===== config.mk =====
export PLATFORM = sky130hd
export DESIGN_NAME = idle_connection_timing_wheel_top
export DESIGN_NICKNAME = d
export VERILOG_FILES = /design/src/rtl/icw_pkg.sv /design/src/rtl/idle_connection_timing_wheel_top.sv /design/src/rtl/icw_mod.sv /design/src/rtl/icw_table.sv
export VERILOG_INCLUDE_DIRS = /design/src /design/src/rtl
export SDC_FILE = /design/constraint.sdc
export NUM_CORES = 2
export LEC_CHECK = 0
export BUFFER_PORTS_ARGS = -buffer_cell sky130_fd_sc_hd__buf_2
export CAP_MARGIN = 20
export CORE_ASPECT_RATIO = 1.2
export CORE_UTILIZATION = 40
export DETAILED_ROUTE_END_ITERATION = 10
export SLEW_MARGIN = 15
export SYNTH_ARGS = -nofsm -noshare
export SYNTH_HDL_FRONTEND = slang
export SYNTH_SLANG_ARGS = --single-unit

===== constraint.sdc =====
create_clock -name clk_i -period 14.1 [get_ports clk_i]
set_clock_uncertainty 0.05 [all_clocks]
set_input_delay 0.705 -clock clk_i [delete_from_list [all_inputs] [get_ports clk_i]]
set_output_delay 0.705 -clock clk_i [all_outputs]
set_load 0.03 [all_outputs]

===== src/rtl/idle_connection_timing_wheel_top_macros.svh =====
// Assertion macros used by the idle connection timing wheel top level.
`ifndef IDLE_CONNECTION_TIMING_WHEEL_TOP_MACROS_SVH
`define IDLE_CONNECTION_TIMING_WHEEL_TOP_MACROS_SVH

// Same-cycle implication, checked on the rising clock edge outside reset.
`define ICW_ASSERT_SAME(label, clk, rstn, ante, cons, msg) \
  label: assert property (@(posedge clk) disable iff (!rstn) (ante) |-> (cons)) \
    else $error(msg);

// Next-cycle implication, checked on the rising clock edge outside reset.
`define ICW_ASSERT_NEXT(label, clk, rstn, ante, cons, msg) \
  label: assert property (@(posedge clk) disable iff (!rstn) (ante) |=> (cons)) \
    else $error(msg);

`endif


===== src/rtl/icw_pkg.sv =====
// Types and constants of the idle connection timing wheel.
package icw_pkg;

  localparam int TimeW      = 32;
  localparam int IdW        = 6;
  localparam int IdleSecs   = 30;
  localparam int MaxResults = 64;
  localparam int CntW       = $clog2(MaxResults);
  localparam int StepBits   = 8;
  localparam int Steps      = TimeW / StepBits;
  localparam int StepCntW   = $clog2(Steps);

  typedef enum logic [1:0] {
    OP_INSERT = 2'd0,
    OP_REMOVE = 2'd1,
    OP_TOUCH  = 2'd2,
    OP_TICK   = 2'd3
  } op_e;

  typedef struct packed {
    op_e              op;
    logic [IdW-1:0]   conn_id;
    logic [TimeW-1:0] now;
  } in_t;

  typedef struct packed {
    logic [IdW-1:0] expired_id;
    logic           expired_valid;
    logic           last;
  } out_t;

  typedef struct packed {
    logic rd_en;
    logic vld_we;
    logic vld_wdata;
    logic dat_we;
  } tbl_ctl_t;

  typedef enum logic [2:0] {
    ST_CLEAR,
    ST_IDLE,
    ST_MOD,
    ST_APPLY,
    ST_SCAN,
    ST_MARK
  } state_e;

endpackage


===== src/rtl/idle_connection_timing_wheel_top.sv =====
// Top level of the idle connection timing wheel.
//
// Usage: present a transaction on in_i (op, conn_id, now) with start high;
// it is taken at the rising edge where start is high and busy is low.
// Insert and touch (the latter only on a valid entry) stamp the entry with
// now and slot now mod WHEEL_SLOTS, remove clears it; these give no result.
// A tick walks the whole table and expires every valid entry in slot now mod
// WHEEL_SLOTS that has been idle 30 s or more (at most 63 per tick, lowest
// ids first), then a marker. Results appear on res_o for one cycle each with
// res_strobe_o high; the receiver cannot stall, so every strobe is a
// delivered transaction.
// Timing: the slot is formed by a remainder unit working one byte of now
// per cycle; insert, remove and touch then update the table and return to
// idle. A tick adds a pipelined walk of the table memory, one entry per
// cycle, and the marker. Expiries stream out during the walk, at most one
// per cycle; the marker follows the last entry.
// Reset: the valid-bit memory is swept to zero, one entry per cycle, after
// reset; busy stays high throughout.
`include "idle_connection_timing_wheel_top_macros.svh"

module idle_connection_timing_wheel_top import icw_pkg::*; #(
  parameter int MAX_CONN    = 64,
  parameter int WHEEL_SLOTS = 30
) (
  input  logic clk_i,
  input  logic rst_ni,
  input  logic start,
  output logic busy,
  input  in_t  in_i,
  output logic res_strobe_o,
  output out_t res_o
);

  localparam int AW   = $clog2(MAX_CONN);
  localparam int SW   = $clog2(WHEEL_SLOTS);
  localparam int IdxW = AW + 1;

  state_e          state_q, state_d;
  logic [IdxW-1:0] idx_q, idx_d;
  logic            eval_q, eval_d;
  logic [AW-1:0]   eval_idx_q, eval_idx_d;
  logic [CntW-1:0] cnt_q, cnt_d;
  in_t             item_q, item_d;
  out_t            res_q, res_d;
  logic            strobe_q, strobe_d;

  tbl_ctl_t         tbl_ctl;
  logic [AW-1:0]    rd_addr, wr_addr;
  logic             rd_valid;
  logic [SW-1:0]    rd_slot;
  logic [TimeW-1:0] rd_seen;

  logic             mod_start, mod_done;
  logic [SW-1:0]    mod_rem;

  logic             in_range;
  logic [AW-1:0]    id_addr;
  logic [TimeW-1:0] idle_time;
  logic             expire;

  icw_mod #(
    .Div  (WHEEL_SLOTS),
    .RemW (SW)
  ) u_mod (
    .clk_i   (clk_i),
    .rst_ni  (rst_ni),
    .start_i (mod_start),
    .value_i (in_i.now),
    .done_o  (mod_done),
    .rem_o   (mod_rem)
  );

  icw_table #(
    .Depth (MAX_CONN),
    .AddrW (AW),
    .SlotW (SW)
  ) u_table (
    .clk_i      (clk_i),
    .ctl_i      (tbl_ctl),
    .rd_addr_i  (rd_addr),
    .wr_addr_i  (wr_addr),
    .wr_slot_i  (mod_rem),
    .wr_seen_i  (item_q.now),
    .rd_valid_o (rd_valid),
    .rd_slot_o  (rd_slot),
    .rd_seen_o  (rd_seen)
  );

  // Ids at or above the table depth are dropped by insert, remove and touch.
  assign in_range  = 32'(item_q.conn_id) < 32'(MAX_CONN);
  assign id_addr   = AW'(item_q.conn_id);
  assign idle_time = item_q.now - rd_seen;

  // Expire only when the clock has not gone backwards and the cap allows.
  assign expire = eval_q && rd_valid && (rd_slot == mod_rem) &&
                  (item_q.now >= rd_seen) && (idle_time >= TimeW'(IdleSecs)) &&
                  (cnt_q < CntW'(MaxResults - 1));

  // Next state.
  always_comb begin
    state_d = state_q;
    case (state_q)
      ST_CLEAR: begin
        if (idx_q == IdxW'(MAX_CONN - 1)) begin
          state_d = ST_IDLE;
        end
      end
      ST_IDLE: begin
        if (start) begin
          state_d = ST_MOD;
        end
      end
      ST_MOD: begin
        if (mod_done) begin
          state_d = (item_q.op == OP_TICK) ? ST_SCAN : ST_APPLY;
        end
      end
      ST_APPLY: state_d = ST_IDLE;
      ST_SCAN: begin
        if ((idx_q == IdxW'(MAX_CONN)) && !eval_q) begin
          state_d = ST_MARK;
        end
      end
      ST_MARK:  state_d = ST_IDLE;
      default:  state_d = ST_IDLE;
    endcase
  end

  // Datapath and memory control.
  always_comb begin
    idx_d      = idx_q;
    eval_d     = 1'b0;
    eval_idx_d = eval_idx_q;
    cnt_d      = cnt_q;
    item_d     = item_q;
    res_d      = res_q;
    strobe_d   = 1'b0;
    mod_start  = 1'b0;
    tbl_ctl    = '0;
    rd_addr    = '0;
    wr_addr    = '0;
    case (state_q)
      ST_CLEAR: begin
        tbl_ctl.vld_we = 1'b1;
        wr_addr        = idx_q[AW-1:0];
        idx_d          = idx_q + 1'b1;
      end
      ST_IDLE: begin
        if (start) begin
          // Fetch the entry now so touch can test its valid bit later.
          item_d        = in_i;
          mod_start     = 1'b1;
          tbl_ctl.rd_en = 1'b1;
          rd_addr       = AW'(in_i.conn_id);
          idx_d         = '0;
          cnt_d         = '0;
        end
      end
      ST_MOD: begin
      end
      ST_APPLY: begin
        wr_addr = id_addr;
        if (in_range) begin
          case (item_q.op)
            OP_INSERT: begin
              tbl_ctl.vld_we    = 1'b1;
              tbl_ctl.vld_wdata = 1'b1;
              tbl_ctl.dat_we    = 1'b1;
            end
            OP_REMOVE: tbl_ctl.vld_we = 1'b1;
            OP_TOUCH:  tbl_ctl.dat_we = rd_valid;
            default: begin
            end
          endcase
        end
      end
      ST_SCAN: begin
        // Issue the next read while the previous entry is judged.
        if (idx_q != IdxW'(MAX_CONN)) begin
          tbl_ctl.rd_en = 1'b1;
          rd_addr       = idx_q[AW-1:0];
          idx_d         = idx_q + 1'b1;
          eval_d        = 1'b1;
          eval_idx_d    = idx_q[AW-1:0];
        end
        wr_addr = eval_idx_q;
        if (expire) begin
          tbl_ctl.vld_we      = 1'b1;
          res_d.expired_id    = IdW'(eval_idx_q);
          res_d.expired_valid = 1'b1;
          res_d.last          = 1'b0;
          strobe_d            = 1'b1;
          cnt_d               = cnt_q + 1'b1;
        end
      end
      ST_MARK: begin
        res_d.expired_id    = '0;
        res_d.expired_valid = 1'b0;
        res_d.last          = 1'b1;
        strobe_d            = 1'b1;
      end
      default: begin
      end
    endcase
  end

  always_ff @(posedge clk_i or negedge rst_ni) begin
    if (!rst_ni) begin
      state_q  <= ST_CLEAR;
      idx_q    <= '0;
      eval_q   <= 1'b0;
      cnt_q    <= '0;
      strobe_q <= 1'b0;
    end else begin
      state_q  <= state_d;
      idx_q    <= idx_d;
      eval_q   <= eval_d;
      cnt_q    <= cnt_d;
      strobe_q <= strobe_d;
    end
  end

  always_ff @(posedge clk_i) begin
    eval_idx_q <= eval_idx_d;
    item_q     <= item_d;
    res_q      <= res_d;
  end

  assign busy         = (state_q != ST_IDLE);
  assign res_strobe_o = strobe_q;
  assign res_o        = res_q;

  // An accepted transaction must leave idle straight away.
  `ICW_ASSERT_NEXT(a_accept_busy, clk_i, rst_ni, start && !busy, busy,
                   "accepted transaction did not raise busy")
  // The walk must never read and rewrite the same entry in one cycle.
  `ICW_ASSERT_SAME(a_no_rw_clash, clk_i, rst_ni, tbl_ctl.rd_en && tbl_ctl.vld_we,
                   rd_addr != wr_addr, "table read and write hit the same entry")
  // A tick delivers at most one fewer expiry than the result limit.
  `ICW_ASSERT_SAME(a_cap, clk_i, rst_ni, expire, cnt_q != CntW'(MaxResults - 1),
                   "expiry issued beyond the per-tick limit")
  // The closing marker only follows the marker state.
  `ICW_ASSERT_SAME(a_marker_src, clk_i, rst_ni, res_strobe_o && res_o.last,
                   $past(state_q) == ST_MARK, "closing marker outside a tick")

endmodule


===== src/rtl/icw_mod.sv =====
// Multi-cycle remainder unit: time value modulo the number of wheel slots.
module icw_mod import icw_pkg::*; #(
  parameter int Div  = 30,
  parameter int RemW = $clog2(Div)
) (
  input  logic             clk_i,
  input  logic             rst_ni,
  input  logic             start_i,
  input  logic [TimeW-1:0] value_i,
  output logic             done_o,
  output logic [RemW-1:0]  rem_o
);

  logic                busy_q, busy_d;
  logic                done_q, done_d;
  logic [StepCntW-1:0] cnt_q, cnt_d;
  logic [TimeW-1:0]    val_q, val_d;
  logic [RemW-1:0]     r_q, r_d;

  // Restoring reduction, one byte of the dividend per cycle, MSB first.
  always_comb begin
    logic [RemW-1:0] r;
    logic [RemW:0]   t;
    r = r_q;
    t = '0;
    for (int k = 0; k < StepBits; k++) begin
      t = {r, val_q[TimeW-1-k]};
      if (t >= (RemW+1)'(Div)) begin
        t = t - (RemW+1)'(Div);
      end
      r = t[RemW-1:0];
    end
    r_d    = r_q;
    val_d  = val_q;
    busy_d = busy_q;
    cnt_d  = cnt_q;
    done_d = 1'b0;
    if (start_i) begin
      r_d    = '0;
      val_d  = value_i;
      busy_d = 1'b1;
      cnt_d  = '0;
    end else if (busy_q) begin
      r_d   = r;
      val_d = val_q << StepBits;
      cnt_d = cnt_q + 1'b1;
      if (cnt_q == StepCntW'(Steps - 1)) begin
        busy_d = 1'b0;
        done_d = 1'b1;
      end
    end
  end

  always_ff @(posedge clk_i or negedge rst_ni) begin
    if (!rst_ni) begin
      busy_q <= 1'b0;
      done_q <= 1'b0;
      cnt_q  <= '0;
    end else begin
      busy_q <= busy_d;
      done_q <= done_d;
      cnt_q  <= cnt_d;
    end
  end

  always_ff @(posedge clk_i) begin
    r_q   <= r_d;
    val_q <= val_d;
  end

  assign done_o = done_q;
  assign rem_o  = r_q;

endmodule


===== src/rtl/icw_table.sv =====
// Connection table: valid-bit memory and time/slot memory, registered reads.
module icw_table import icw_pkg::*; #(
  parameter int Depth = 64,
  parameter int AddrW = $clog2(Depth),
  parameter int SlotW = 5
) (
  input  logic             clk_i,
  input  tbl_ctl_t         ctl_i,
  input  logic [AddrW-1:0] rd_addr_i,
  input  logic [AddrW-1:0] wr_addr_i,
  input  logic [SlotW-1:0] wr_slot_i,
  input  logic [TimeW-1:0] wr_seen_i,
  output logic             rd_valid_o,
  output logic [SlotW-1:0] rd_slot_o,
  output logic [TimeW-1:0] rd_seen_o
);

  logic                   vld_mem [Depth];
  logic [SlotW+TimeW-1:0] dat_mem [Depth];
  logic                   rd_valid_q;
  logic [SlotW+TimeW-1:0] rd_dat_q;

  always_ff @(posedge clk_i) begin
    if (ctl_i.vld_we) begin
      vld_mem[wr_addr_i] <= ctl_i.vld_wdata;
    end
    if (ctl_i.dat_we) begin
      dat_mem[wr_addr_i] <= {wr_slot_i, wr_seen_i};
    end
  end

  // Hold the read data until the next read.
  always_ff @(posedge clk_i) begin
    if (ctl_i.rd_en) begin
      rd_valid_q <= vld_mem[rd_addr_i];
      rd_dat_q   <= dat_mem[rd_addr_i];
    end
  end

  assign rd_valid_o = rd_valid_q;
  assign rd_slot_o  = rd_dat_q[SlotW+TimeW-1:TimeW];
  assign rd_seen_o  = rd_dat_q[TimeW-1:0];

endmodule

==> results.cfg <==
[drt]
ant_nets = 0
drtIter0Drc = 5775
wl_per_cell_um = 31.3
drt_wl_total_mm = 280
first_pass_iters = 8
vias = 52900
vias_per_cell = 5.92
drcViolationCount = 4

[critical_path]
worstSetupPathType = register to register
cp_max_fo = 74
critical_path.startpoint_type = register
cp.required_ns = 14.82
reg2regPathDepth = 25
crit_arrival_ns = 7.56
r2r-start = u_mod.rem_o[1]$_SDFFE_PP0P_
r2r_setup_slack_ns = 7.26
worst_path_max_delay_cell = buf_4
cp-end-kind = register
crit_path_max_incr_delay_ns = 0.61
timing.rr.end = u_mod.rem_o[4]$_SDFFE_PP0P_

[outcome]
outcome = complete, but fails checks
violations = design-rule violations

[global_route]
grt_max_degree = 111
overflow = 0
grt.busiest_layer = met2
grt_pass1_wl_mm = 397
gr-usage-met1_pct = 27.4
grt_pass1_vias = 54600
grtUsageMet2_pct = 37.4
grt_use_total_pct = 21.5
grt_antenna_before_repair = 7
gr-usage-met3_pct = 2.75

[placement]
port_buffers = 52
placed_area_mm2 = 0.108
dp_hpwl_mm = 140
post-place-ws_ns = 7.34
place.gp.congestion = 0.866

[hold_path]
hold_path.class = primary input to register
holdPathEnd = item_q[28]$_DFFE_PP_
min_path_cells = 1
hp-start = in_i[28]

[yosys]
synthTopCellsByCount = edfxtp_1, mux4_2, nand2_1, clkbuf_1, a211oi_1
synth-edff-count = 2556
synthMuxAreaShare_pct = 13.6
netlist_instances = 5222
syn_area_per_cell_um2 = 19.6
yosysMostFrequentCell = edfxtp_1
synth_xor_area_share_pct = 0.257
synth.area.top_cells = edfxtp_1, mux4_2, nand2_1
synth_nets = 5310
synth.largest_area_cell = edfxtp_1
synth_warnings = 0
synth_compound_area_share_pct = 4.34
ys_seq_area_share_pct = 75.6
synth_top_family_by_area = multiplexers
synthArstFlopShare_pct = 0.852
synthSimpleGateAreaFrac_pct = 4.30
ys.flop_type = edfxtp_1
yosys.area_share.adder_pct = 0.557
ys_ff_latch = 2583
yosysUniqueCellTypes = 99
synth_top_area_share_pct = 75.0
netlist_area_mm2 = 0.102

[final_layout]
fillers = 21400
areaGrowthSynthToFinish_pct = 12.4
nets = 5474
drive_gt1_share_pct = 22.5
final_area_mm2 = 0.115

[floorplan]
fp.coreArea_mm2 = 0.255
die_x_um = 464
rows = 203
ios = 53
initial_core_util_pct = 40.2
die_area_mm2 = 0.258
fp.dieH_um = 556

[power_and_ir_drop]
p_comb_share_pct = 0.2
power.internal_uw = 11800
seq_power_share_pct = 57.0
power_frac_clock_pct = 42.9
powerDensity_mw_per_mm2 = 127
leakagePower_uw = 0.0353
swShare_pct = 19.2
vdd_ir_drop_max_v = 0.000130
switchingPower_uw = 2800

[sta]
setup-tns-final_ns = 0
slew_violations = 0
finalCritPeriodShare_pct = 48.5
min_period_ns = 6.84
rsz0062_at_grt = no
whs_ns = 0.0468
tightestPinTransition_ns = 1.16
finalHoldViolations = 0
finalSetupViolations = 0
relSlewSlack_pct = 22.4
fin_ws_ns = 7.26
timing.fmax_ghz = 0.146

[clock_tree]
cts_tree = done
post_cts_resized = 0
cts_made_buffers = 244
htree_levels = 4
root_buffer = clkbuf_16
clock_latency_ns = 0.91
cts_buffer_depth = 4
clk_pin_slew_ns = 0.06
cts.sinks = 2583

[run]
cap_violations = 0
==> cell type report <==
class,count,area [µm²],area share (%)
antenna,2,5.00,0.00435
clock buffer,309,6460,5.62
clock inverter,105,895,0.777
inverter,67,253,0.220
multi-input combinational,2268,24100,21.0
sequential,2583,77400,67.3
tap,3382,4230,3.68
timing repair buffer,222,1690,1.47
==> worst max-delay path by stage <==
stage | start | to | slack [ns] | depth (start not counted)
6_report | u_mod.rem_o[1]$_SDFFE_PP0P_ | u_mod.rem_o[4]$_SDFFE_PP0P_ | 7.26 | 25
5_1_grt | u_mod.rem_o[1]$_SDFFE_PP0P_ | u_mod.rem_o[3]$_SDFFE_PP0P_ | 6.82 | 28
4_1_cts | u_mod.rem_o[1]$_SDFFE_PP0P_ | u_mod.rem_o[4]$_SDFFE_PP0P_ | 7.29 | 27
3_5_place_dp | u_mod.rem_o[1]$_SDFFE_PP0P_ | u_mod.rem_o[4]$_SDFFE_PP0P_ | 7.34 | 27
3_3_place_gp | start | u_table.rd_dat_q[9]$_DFFE_PP_ | 7.06 | 15
2_1_floorplan | u_mod.rem_o[1]$_SDFFE_PP0P_ | u_mod.rem_o[4]$_SDFFE_PP0P_ | 7.44 | 27
==> power by group through the flow <==
stage | logic (µW) | clock network [µW] | registers [µW]
floorplan | 0.123 | 0 | 8470
global placement | 23.6 | 0 | 8470
detailed placement | 23.5 | 0 | 8470
CTS | 25.1 | 6340 | 8310
global route | 23.7 | 6610 | 8300
finish | 24.6 | 6250 | 8310
==> placed cells by master (no fill, tap or decap), drive strengths merged, types with 9 or more instances in the layout <==
master and n:
nand4 10, nor2 146, dfrtp 22, mux2i 14
a22oi 11, a211oi 195, a21boi 9, inv 69
a311oi 82, clkinv 85, clkbuf 309, a21oi 128
o21ai 31, a31oi 82, nand2 451, bufinv 14
a21o 16, nor4 13, and2 172, xnor2 19
ha 44, nor3 82, nand3 20, buf 215
mux4 608, edfxtp 2556, xor2 11
==> critical path, delay by kind of cell (launching register included) <==
family	cells	cell delay [ns]
multiplexers	3	0.84
XOR/XNOR	1	0.22
AO/OA/AOI/OAI	8	2.09
flip-flops	1	0.31
adder cells (fa/ha/maj)	3	0.85
buffers and inverters	4	0.82
AND/OR/NAND/NOR	6	1.49
==> metal layers <==
layer	wire, µm	vias up	share of wire [%]
met4	11300	0	4.0
met2	142000	2013	51
li1	-	21800	-
met1	109000	28700	39
met3	17600	433	6.3
met5	0	-	0
==> flip-flops by register name, indices dropped and copies added, names as in the netlist <==
signal,count
cnt_q,6
res_strobe_o,1
id_addr,6
u_table.rd_dat_q,37
idx_q,7
u_table.rd_valid_o,1
u_mod.busy_q,1
u_table.vld_mem,64
u_mod.cnt_q,2
res_o,8
eval_q,1
u_mod.rem_o,5
u_mod.val_q,32
u_mod.done_o,1
u_table.dat_mem,2368
item_q,34
state_q,3
eval_idx_q,6
==> cells by family after synthesis <==
family | Yosys count
flops | 2583
compound gates | 620
simple gates | 947
buf+inv | 371
mux | 626
fa+ha+maj | 45
xor+xnor | 30
==> per-stage QoR <==
stage | cells | utilization [%] | power, µW
after global routing | 8937 | 45.2 | 14900
after detailed placement | 8514 | 42.2 | 8490
after floorplan | 5222 | - | 8470
after global placement | 8514 | 42.2 | 8490
final | 8938 | 45.2 | 14600
after CTS | 8935 | 45.2 | 14700
==> timing repair <==
item,4_1_cts,5_1_grt
hold endpoints to repair,28,0
hold buffers,7,0
buffers inserted,0,0
Power figures use the tool's default switching activity.
